<file path="config.mk">
export PLATFORM = sky130hd
export DESIGN_NAME = base64_stream_codec
export DESIGN_NICKNAME = d
export VERILOG_FILES = /design/src/sv/b64sc_pkg.sv /design/src/sv/b64sc_step.sv /design/src/sv/b64sc_emit.sv /design/src/sv/base64_stream_codec.sv
export SDC_FILE = /design/constraint.sdc
export NUM_CORES = 1
export LEC_CHECK = 0
export BUFFER_PORTS_ARGS = -buffer_cell sky130_fd_sc_hd__buf_4
export CAP_MARGIN = 20
export CORE_MARGIN = 2
export CORE_UTILIZATION = 63
export DETAILED_ROUTE_END_ITERATION = 16
export GPL_ROUTABILITY_DRIVEN = 1
export PLACE_DENSITY = 0.94
export SYNTH_ARGS = -nofsm -noshare
export SYNTH_HDL_FRONTEND = slang
export SYNTH_SLANG_ARGS = --single-unit
</file>
<file path="constraint.sdc">
create_clock -name aclk -period 7.7 [get_ports aclk]
set_input_delay 0.385 -clock aclk [delete_from_list [all_inputs] [get_ports aclk]]
set_output_delay 0.385 -clock aclk [all_outputs]
set_load 0.02 [all_outputs]
</file>
<file path="src/sv/b64sc_pkg.sv">
// ----------------------------------------------------------------------------
// b64sc_pkg
// shared types, codes and alphabet functions for the base64 stream codec
// ----------------------------------------------------------------------------
package b64sc_pkg;

    localparam logic       MODE_ENCODE = 1'b0;
    localparam logic       MODE_DECODE = 1'b1;

    localparam logic [1:0] ERR_OK      = 2'd0;
    localparam logic [1:0] ERR_INVALID = 2'd1;
    localparam logic [1:0] ERR_PAD     = 2'd2;
    localparam logic [1:0] ERR_TRUNC   = 2'd3;

    localparam logic [7:0] PAD_CHAR    = 8'h3D;
    localparam int         MAX_RESULTS = 4;
    localparam int         CNT_W       = $clog2(MAX_RESULTS + 1);
    localparam int         IDX_W       = $clog2(MAX_RESULTS);

    typedef struct packed {
        logic [7:0] value;
        logic       is_data;
        logic [1:0] err;
    } b64sc_res_t;

    // all results caused by one input beat
    typedef struct packed {
        b64sc_res_t [MAX_RESULTS-1:0] res;
        logic [CNT_W-1:0]             cnt;
        logic                         eom;
    } b64sc_group_t;

    typedef struct packed {
        logic [1:0] phase;
        logic [5:0] carry;
        logic [1:0] pads;
    } b64sc_state_t;

    typedef struct packed {
        logic       valid;
        logic       pad;
        logic [5:0] val;
    } b64sc_sym_t;

    function automatic logic [7:0] b64_char(input logic [5:0] v);
        logic [7:0] w;
        w = {2'b00, v};
        if (v < 6'd26) begin
            return w + 8'h41;
        end else if (v < 6'd52) begin
            return w + 8'h61 - 8'd26;
        end else if (v < 6'd62) begin
            return w + 8'h30 - 8'd52;
        end else if (v == 6'd62) begin
            return 8'h2B;
        end else begin
            return 8'h2F;
        end
    endfunction

    function automatic b64sc_sym_t b64_value(input logic [7:0] c);
        b64sc_sym_t s;
        s = '0;
        if (c >= 8'h41 && c <= 8'h5A) begin
            s.valid = 1'b1;
            s.val   = 6'(c - 8'h41);
        end else if (c >= 8'h61 && c <= 8'h7A) begin
            s.valid = 1'b1;
            s.val   = 6'(c - 8'h61 + 8'd26);
        end else if (c >= 8'h30 && c <= 8'h39) begin
            s.valid = 1'b1;
            s.val   = 6'(c - 8'h30 + 8'd52);
        end else if (c == 8'h2B) begin
            s.valid = 1'b1;
            s.val   = 6'd62;
        end else if (c == 8'h2F) begin
            s.valid = 1'b1;
            s.val   = 6'd63;
        end else if (c == PAD_CHAR) begin
            s.pad   = 1'b1;
        end
        return s;
    endfunction

endpackage

</file>
<file path="src/sv/b64sc_step.sv">
// ----------------------------------------------------------------------------
// b64sc_step
// group state registers and the per-beat encode/decode step
// ----------------------------------------------------------------------------
module b64sc_step
    import b64sc_pkg::*;
(
    input  logic         aclk,
    input  logic         aresetn,
    input  logic         mode,
    input  logic [7:0]   byte_in,
    input  logic         eom,
    input  logic         advance,
    output b64sc_group_t group
);

    b64sc_state_t state_reg;
    b64sc_state_t state_next;
    b64sc_state_t st;
    b64sc_sym_t   sym;
    b64sc_res_t   [MAX_RESULTS-1:0] res;
    logic [CNT_W-1:0] n;
    logic [1:0]   enc_phase;

    assign enc_phase = (state_reg.phase == 2'd3) ? 2'd0 : state_reg.phase;
    assign sym       = b64_value(byte_in);

    always_comb begin
        st  = state_reg;
        res = '0;
        n   = '0;
        if (mode == MODE_ENCODE) begin
            case (enc_phase)
                2'd1: begin
                    res[n[IDX_W-1:0]] = '{b64_char({st.carry[1:0], byte_in[7:4]}), 1'b1, ERR_OK};
                    n = n + 1'b1;
                    st.carry = {2'b00, byte_in[3:0]};
                    st.phase = 2'd2;
                end
                2'd2: begin
                    res[n[IDX_W-1:0]] = '{b64_char({st.carry[3:0], byte_in[7:6]}), 1'b1, ERR_OK};
                    n = n + 1'b1;
                    res[n[IDX_W-1:0]] = '{b64_char(byte_in[5:0]), 1'b1, ERR_OK};
                    n = n + 1'b1;
                    st.carry = '0;
                    st.phase = 2'd0;
                end
                default: begin
                    res[n[IDX_W-1:0]] = '{b64_char(byte_in[7:2]), 1'b1, ERR_OK};
                    n = n + 1'b1;
                    st.carry = {4'b0000, byte_in[1:0]};
                    st.phase = 2'd1;
                end
            endcase
            if (eom && st.phase == 2'd1) begin
                res[n[IDX_W-1:0]] = '{b64_char({st.carry[1:0], 4'b0000}), 1'b1, ERR_OK};
                n = n + 1'b1;
                res[n[IDX_W-1:0]] = '{PAD_CHAR, 1'b1, ERR_OK};
                n = n + 1'b1;
                res[n[IDX_W-1:0]] = '{PAD_CHAR, 1'b1, ERR_OK};
                n = n + 1'b1;
            end else if (eom && st.phase == 2'd2) begin
                res[n[IDX_W-1:0]] = '{b64_char({st.carry[3:0], 2'b00}), 1'b1, ERR_OK};
                n = n + 1'b1;
                res[n[IDX_W-1:0]] = '{PAD_CHAR, 1'b1, ERR_OK};
                n = n + 1'b1;
            end
        end else begin
            if (!sym.valid && !sym.pad) begin
                res[n[IDX_W-1:0]] = '{8'h00, 1'b0, ERR_INVALID};
                n = n + 1'b1;
            end else if (sym.pad) begin
                if (st.phase == 2'd2 && st.pads == 2'd0) begin
                    st.pads  = 2'd1;
                    st.phase = 2'd3;
                end else if (st.phase == 2'd3 && st.pads == 2'd0) begin
                    st.pads  = 2'd1;
                    st.phase = 2'd0;
                end else if (st.phase == 2'd3 && st.pads == 2'd1) begin
                    st.pads  = 2'd2;
                    st.phase = 2'd0;
                end else begin
                    res[n[IDX_W-1:0]] = '{8'h00, 1'b0, ERR_PAD};
                    n = n + 1'b1;
                end
            end else if (st.pads != 2'd0) begin
                res[n[IDX_W-1:0]] = '{8'h00, 1'b0, ERR_PAD};
                n = n + 1'b1;
            end else begin
                case (st.phase)
                    2'd0: begin
                        st.carry = sym.val;
                        st.phase = 2'd1;
                    end
                    2'd1: begin
                        res[n[IDX_W-1:0]] = '{{st.carry, sym.val[5:4]}, 1'b1, ERR_OK};
                        n = n + 1'b1;
                        st.carry = {2'b00, sym.val[3:0]};
                        st.phase = 2'd2;
                    end
                    2'd2: begin
                        res[n[IDX_W-1:0]] = '{{st.carry[3:0], sym.val[5:2]}, 1'b1, ERR_OK};
                        n = n + 1'b1;
                        st.carry = {4'b0000, sym.val[1:0]};
                        st.phase = 2'd3;
                    end
                    default: begin
                        res[n[IDX_W-1:0]] = '{{st.carry[1:0], sym.val}, 1'b1, ERR_OK};
                        n = n + 1'b1;
                        st.carry = '0;
                        st.phase = 2'd0;
                    end
                endcase
            end
            if (eom && st.phase != 2'd0) begin
                res[n[IDX_W-1:0]] = '{8'h00, 1'b0, ERR_TRUNC};
                n = n + 1'b1;
            end
        end
        // end of message with nothing to say still yields a marker beat
        if (eom) begin
            if (n == '0) begin
                res[0] = '{8'h00, 1'b0, ERR_OK};
                n = CNT_W'(1);
            end
            st = '0;
        end
        state_next = st;
    end

    assign group.res = res;
    assign group.cnt = n;
    assign group.eom = eom;

    always_ff @(posedge aclk) begin
        if (!aresetn) begin
            state_reg <= '0;
        end else if (advance) begin
            state_reg <= state_next;
        end
    end

endmodule

</file>
<file path="src/sv/b64sc_emit.sv">
// ----------------------------------------------------------------------------
// b64sc_emit
// holds one result group, hands a beat a cycle to the free output register
// ----------------------------------------------------------------------------
module b64sc_emit
    import b64sc_pkg::*;
(
    input  logic         aclk,
    input  logic         aresetn,
    input  logic         grp_valid,
    output logic         grp_ready,
    input  b64sc_group_t grp_in,
    output logic         m_valid,
    input  logic         m_ready,
    output logic [7:0]   m_byte_out,
    output logic         m_is_data,
    output logic         m_last_out,
    output logic [1:0]   m_error_code
);

    b64sc_group_t     group_reg;
    logic             group_valid_reg;
    logic [IDX_W-1:0] idx_reg;
    logic             m_valid_reg;
    b64sc_res_t       out_reg;
    logic             last_reg;
    logic             out_free;
    logic             move;
    logic             final_beat;

    assign out_free   = !m_valid_reg || m_ready;
    assign move       = group_valid_reg && out_free;
    assign final_beat = (CNT_W'(idx_reg) == group_reg.cnt - CNT_W'(1));
    assign grp_ready  = !group_valid_reg || (move && final_beat);

    // a group with no results is consumed on the spot and never parked
    always_ff @(posedge aclk) begin
        if (!aresetn) begin
            group_valid_reg <= 1'b0;
            idx_reg         <= '0;
        end else if (grp_valid && grp_ready) begin
            group_valid_reg <= (grp_in.cnt != '0);
            idx_reg         <= '0;
        end else if (move && final_beat) begin
            group_valid_reg <= 1'b0;
        end else if (move) begin
            idx_reg <= idx_reg + 1'b1;
        end
    end

    always_ff @(posedge aclk) begin
        if (grp_valid && grp_ready) begin
            group_reg <= grp_in;
        end
    end

    always_ff @(posedge aclk) begin
        if (!aresetn) begin
            m_valid_reg <= 1'b0;
        end else if (move) begin
            m_valid_reg <= 1'b1;
        end else if (m_ready) begin
            m_valid_reg <= 1'b0;
        end
    end

    always_ff @(posedge aclk) begin
        if (move) begin
            out_reg  <= group_reg.res[idx_reg];
            last_reg <= group_reg.eom && final_beat;
        end
    end

    assign m_valid      = m_valid_reg;
    assign m_byte_out   = out_reg.value;
    assign m_is_data    = out_reg.is_data;
    assign m_last_out   = last_reg;
    assign m_error_code = out_reg.err;

endmodule

</file>
<file path="src/sv/base64_stream_codec.sv">
// ----------------------------------------------------------------------------
// base64_stream_codec
// streaming base64 encoder/decoder (standard alphabet, '=' padding)
//
//   channel  | direction | signals                                   | per beat
//   ---------+-----------+-------------------------------------------+-----------------
//   s_       | in        | s_valid s_ready s_byte_in s_end_of_message| one byte or char
//   m_       | out       | m_valid m_ready m_byte_out m_is_data      | one result
//            |           | m_last_out m_error_code                   |
//   apb      | in/out    | psel penable pwrite paddr pwdata prdata   | mode register
//
// an input beat waits in the input register until the group buffer is ready,
// then its whole result group (up to four beats) is built in one pass and parked
// in the group buffer, which drains one result per cycle into the output
// register whenever that register is free (empty or taken by m_ready)
// reset (aresetn low, synchronous) clears mode, group state and all valids
// stalls on m_ready back up through group buffer and input register to s_ready
// ----------------------------------------------------------------------------
module base64_stream_codec
    import b64sc_pkg::*;
(
    input  logic        aclk,
    input  logic        aresetn,
    // input channel
    input  logic        s_valid,
    output logic        s_ready,
    input  logic [7:0]  s_byte_in,
    input  logic        s_end_of_message,
    // result channel
    output logic        m_valid,
    input  logic        m_ready,
    output logic [7:0]  m_byte_out,
    output logic        m_is_data,
    output logic        m_last_out,
    output logic [1:0]  m_error_code,
    // configuration
    input  logic        psel,
    input  logic        penable,
    input  logic        pwrite,
    input  logic [1:0]  paddr,
    input  logic [31:0] pwdata,
    output logic [31:0] prdata,
    output logic        pready
);

    localparam logic [1:0] MODE_ADDR = 2'd0;

    logic         mode_reg;
    logic         in_valid_reg;
    logic [7:0]   in_byte_reg;
    logic         in_eom_reg;
    logic         grp_ready;
    logic         advance;
    b64sc_group_t group;

    // apb: always ready, single mode register at offset 0
    assign pready = 1'b1;
    assign prdata = (paddr == MODE_ADDR) ? {31'd0, mode_reg} : 32'd0;

    always_ff @(posedge aclk) begin
        if (!aresetn) begin
            mode_reg <= MODE_ENCODE;
        end else if (psel && penable && pwrite && pready && paddr == MODE_ADDR) begin
            mode_reg <= pwdata[0];
        end
    end

    // input register, refills in the same cycle it hands its beat on
    assign advance = in_valid_reg && grp_ready;
    assign s_ready = !in_valid_reg || advance;

    always_ff @(posedge aclk) begin
        if (!aresetn) begin
            in_valid_reg <= 1'b0;
        end else if (s_valid && s_ready) begin
            in_valid_reg <= 1'b1;
        end else if (advance) begin
            in_valid_reg <= 1'b0;
        end
    end

    always_ff @(posedge aclk) begin
        if (s_valid && s_ready) begin
            in_byte_reg <= s_byte_in;
            in_eom_reg  <= s_end_of_message;
        end
    end

    // one-pass step: result group plus next group state
    b64sc_step u_step (
        .aclk    (aclk),
        .aresetn (aresetn),
        .mode    (mode_reg),
        .byte_in (in_byte_reg),
        .eom     (in_eom_reg),
        .advance (advance),
        .group   (group)
    );

    // group buffer and output register
    b64sc_emit u_emit (
        .aclk         (aclk),
        .aresetn      (aresetn),
        .grp_valid    (in_valid_reg),
        .grp_ready    (grp_ready),
        .grp_in       (group),
        .m_valid      (m_valid),
        .m_ready      (m_ready),
        .m_byte_out   (m_byte_out),
        .m_is_data    (m_is_data),
        .m_last_out   (m_last_out),
        .m_error_code (m_error_code)
    );

    // marker beats carry no character
    a_marker_zero : assert property (@(posedge aclk) disable iff (!aresetn)
        m_valid && !m_is_data |-> m_byte_out == 8'h00)
        else $error("marker beat with nonzero byte");

    // encoder never reports errors
    a_enc_no_err : assert property (@(posedge aclk) disable iff (!aresetn)
        m_valid && mode_reg == MODE_ENCODE |-> m_error_code == ERR_OK)
        else $error("error code in encode mode");

    // an end-of-message step always yields at least one result
    a_group_nonempty : assert property (@(posedge aclk) disable iff (!aresetn)
        in_valid_reg && in_eom_reg |-> group.cnt != '0)
        else $error("empty result group at end of message");

    // nothing is left pending right after reset
    a_reset_idle : assert property (@(posedge aclk)
        !aresetn |=> !m_valid && s_ready)
        else $error("beat pending after reset");

endmodule

</file>
==> impl_results.md <==
- Status: completed
- Count of warnings emitted by yosys: 0
- Global-route wire length before repair: 29800 um
- Worst vdd rail ir drop: 0.105 mV
- Area overhead of the layout relative to synthesis: 5.22%
- Initial Util: 0.638
- RSZ-0062 raised after global routing: no
- Most instantiated flip-flop cell in the synthesis netlist: edfxtp_1
- Total core area: 10200 sq um
- Antenna violations before repair: 0
- Fmax achieved: 200 MHz
- H-tree depth: 3
- Actual transition at the worst max-transition pin: 1.03 ns
- Post-synthesis register bit count: 72
- Count of flip-flops with a built-in enable after synthesis: 56
- Inserted Clock Buffers: 9
- Type of element launching the critical path: register
- Total routing resource utilization after global routing: 0.334
- Relative slew slack: 0.310
- Clock skew: 0.0184 ns
- Number of nets in the layout: 863
- Crit path required time: 7.86 ns
- Number of distinct library cell variants in the gate-level netlist after synthesis: 77
- Post-synthesis async set-or-reset flop share: 0
- HPWL reported at the end of detailed placement: 13100 um
- Routability congestion estimate: 0.992
- Fin crit period: 4.99 ns
- Max Cap Viol: 0
- Endpoints failing setup: 0
- Area of the die: 11100 sq um
- Port Buf Inserts: 33
- Synthesized area divided by synthesized cell count: 8.49 sq um
- Clock input transition at the sequential cells of the worst setup and hold paths: 0.10 ns
- Pin count of the biggest net entering global routing: 41
- Per-cell via count in the routed design: 6.68
- Leakage power summed over all cells: 2.59 nW
- Setup slack of the most critical reg-to-reg path: 2.71 ns
- Final hold violation count: 0
- Floorplan die height: 106 um
- Detail-routed net length per standard cell: 20.2 um
- Post-synthesis sequential area ratio: 0.308
- Longest individual stage delay on the worst path: 0.77 ns
- Worst Hold Class: primary input to register
- Horizontal die dimension: 106 um
- CTS Hold Bufs: 0
- Post-place instance area: 6620 sq um
- Number of antenna-violating nets in the routed design: 0
- Kind of capture point of the worst setup path: register
- Endpoint arrival time on the critical path: 5.15 ns
- CTS root buffer: clkbuf_8
- Total count of max-transition violations in the final report: 0
- Maximum fanout along the worst path: 16
- Utilization after layout: 0.671
- Number of top-level design ports: 97
- Post-route design area: 6840 sq um
- Syn Std Cell Area: 6500 sq um
- Placed instance count: 892
- Final WL: 18300 um
- Cells along the critical path: clkinv_1 -> ha_1 -> nor2b_1 -> a32o_1 -> o21a_1 -> nor4_1 -> a311oi_2 -> ha_1 -> nor2b_1 -> a31oi_1 -> nor2_1 -> nor2_1 -> o21ai_0 -> o22ai_1
- Setup_tns: 0 ns
- Insertion delay to the later sink of the worst-skew pair: 0.36 ns
- Number of rows created at floorplan: 37
- Number of gates resized after cts: 0
- Count of non-filler cells in the finished layout: 909
- Clk sink count: 72
- Flip-flop count of the largest register, all copies and words added: 35
- Detailed-router iteration count before antenna repair: 6
- Number of buffers on the longest clock path: 2
- Count of antenna diodes in the layout: 0
- Violation count after the first detailed-routing iteration: 1061
- Mapped Cells: 765
- Crit-path slowest cell: edfxtp_1
- Number of global-route vias before repair: 5665
- Total grt overflow: 0
- Remaining DRCs: 0
- Final Cycle Share: 0.648
- Areal power density over the cells: 151 nW/um^2
- Layout cells sized above 1: 0.0996
- CTS tree: done
- Vias: 6073
- Type of the worst setup path: register to register
- Number of setup buffers added after CTS: 0
==> placed cells by master (no fill, tap or decap), types with 7 or more instances in the layout <==
| cell type | instances |
|---|---|
| nor3b_1 | 7 |
| a221oi_1 | 15 |
| nand2_1 | 63 |
| ha_1 | 45 |
| nor3_1 | 22 |
| inv_1 | 36 |
| o311ai_0 | 7 |
| a21o_1 | 10 |
| nand4_1 | 8 |
| nor2_1 | 65 |
| clkbuf_8 | 10 |
| buf_4 | 39 |
| conb_1 | 32 |
| xor2_1 | 7 |
| nand2b_1 | 16 |
| xnor2_1 | 24 |
| dfxtp_1 | 16 |
| edfxtp_1 | 56 |
| o21ai_0 | 46 |
| a21oi_1 | 57 |
| o211ai_1 | 13 |
| a211oi_1 | 9 |
| a31oi_1 | 8 |
| nand3_1 | 22 |
| and3_1 | 8 |
| nor2b_1 | 16 |
==> metal layers <==
metal  global-route usage  vias to the layer above  wire [um]
li1                     -                     2773          -
met1                0.450                     2792       7180
met2                0.549                      434       8710
met3               0.0464                       74       1760
met4                0.124                        0        691
met5                    0                        -          0
==> cell families after synthesis <==
logic type / count (synthesis) / synth area share
flip-flops: 72 / 0.308
multiplexers: 12 / 0.0302
AO/OA/AOI/OAI: 233 / 0.248
buffers and inverters: 116 / 0.0905
adder cells (fa/ha/maj): 45 / 0.0867
AND/OR/NAND/NOR: 254 / 0.194
XOR/XNOR: 31 / 0.0418
other: 2 / 0.00116
==> cell type report <==
class,count,area [sq um]
inverters,39,146
fillers,801,3350
clock inverters,6,67.6
repair buffers,39,293
flip-flops and latches,72,2000
clock buffers,10,138
well taps,136,170
multi-input cells,607,4020
==> worst paths after layout <==
check / from / to / cells past startpoint
max: in_byte_reg[7] / u_emit.group_reg[12] / 14
min: s_byte_in[0] / in_byte_reg[0] / 1
max reg2reg: in_byte_reg[7] / u_emit.group_reg[12] / 14
min reg2reg: u_step.state_reg[6] / u_step.state_reg[6] / 2
==> cell usage after synthesis, drive strengths merged, types with 3 or more instances <==
| cell | n | share of area |
|---|---|---|
| nor2b | 16 | 0.015 |
| nand2b | 16 | 0.015 |
| ha | 45 | 0.087 |
| o21bai | 3 | 0.0035 |
| a221oi | 15 | 0.020 |
| and3 | 8 | 0.0077 |
| o31ai | 3 | 0.0035 |
| a21oi | 57 | 0.044 |
| nand2 | 64 | 0.038 |
| nand4 | 8 | 0.0077 |
| a2111oi | 3 | 0.0040 |
| a22o | 4 | 0.0054 |
| nor3 | 23 | 0.018 |
| o21a | 5 | 0.0058 |
| inv | 37 | 0.021 |
| a31oi | 9 | 0.011 |
| buf | 46 | 0.050 |
| xor2 | 7 | 0.0094 |
| or2 | 3 | 0.0029 |
| a21o | 10 | 0.012 |
| xnor2 | 24 | 0.032 |
| nand3 | 23 | 0.018 |
| mux2i | 5 | 0.0077 |
| nor2 | 65 | 0.038 |
| o311ai | 8 | 0.012 |
| dfxtp | 16 | 0.049 |
| a211o | 5 | 0.0067 |
| and2 | 5 | 0.0048 |
| nor3b | 7 | 0.0081 |
| clkbuf | 31 | 0.018 |
| a22oi | 6 | 0.0069 |
| a41oi | 3 | 0.0040 |
| o211ai | 13 | 0.015 |
| o2111ai | 3 | 0.0040 |
| a21boi | 3 | 0.0035 |
| or4 | 3 | 0.0035 |
| a211oi | 10 | 0.012 |
| o22ai | 5 | 0.0058 |
| nand3b | 4 | 0.0046 |
| edfxtp | 56 | 0.26 |
| nor4 | 4 | 0.0048 |
| mux4 | 6 | 0.021 |
| a311oi | 4 | 0.0064 |
| o21ai | 48 | 0.038 |
==> worst max-delay path, delay by kind of cell (launching register included) <==
| kind | cells | cell delay (ns) |
|---|---|---|
| AO/OA/AOI/OAI | 6 | 1.40 |
| flip-flops | 1 | 0.77 |
| buffers and inverters | 1 | 0.46 |
| AND/OR/NAND/NOR | 5 | 1.36 |
| adder cells (fa/ha/maj) | 2 | 0.80 |
==> report_power, final <==
part	total, mW	switching, mW	internal (mW)
registers	0.470	0.0242	0.446
clock network	0.332	0.172	0.160
logic	0.231	0.149	0.0819
==> metrics by stage <==
stage	hold WS, ns	setup slack (ns)	power, mW
floorplan	0.426	3.89	0.649
global placement	0.444	2.99	0.691
detailed placement	0.451	3.00	0.700
CTS	0.193	2.94	1.02
global route	0.190	2.40	1.07
finish	0.198	2.71	1.03
Power figures use the tool's default switching activity.
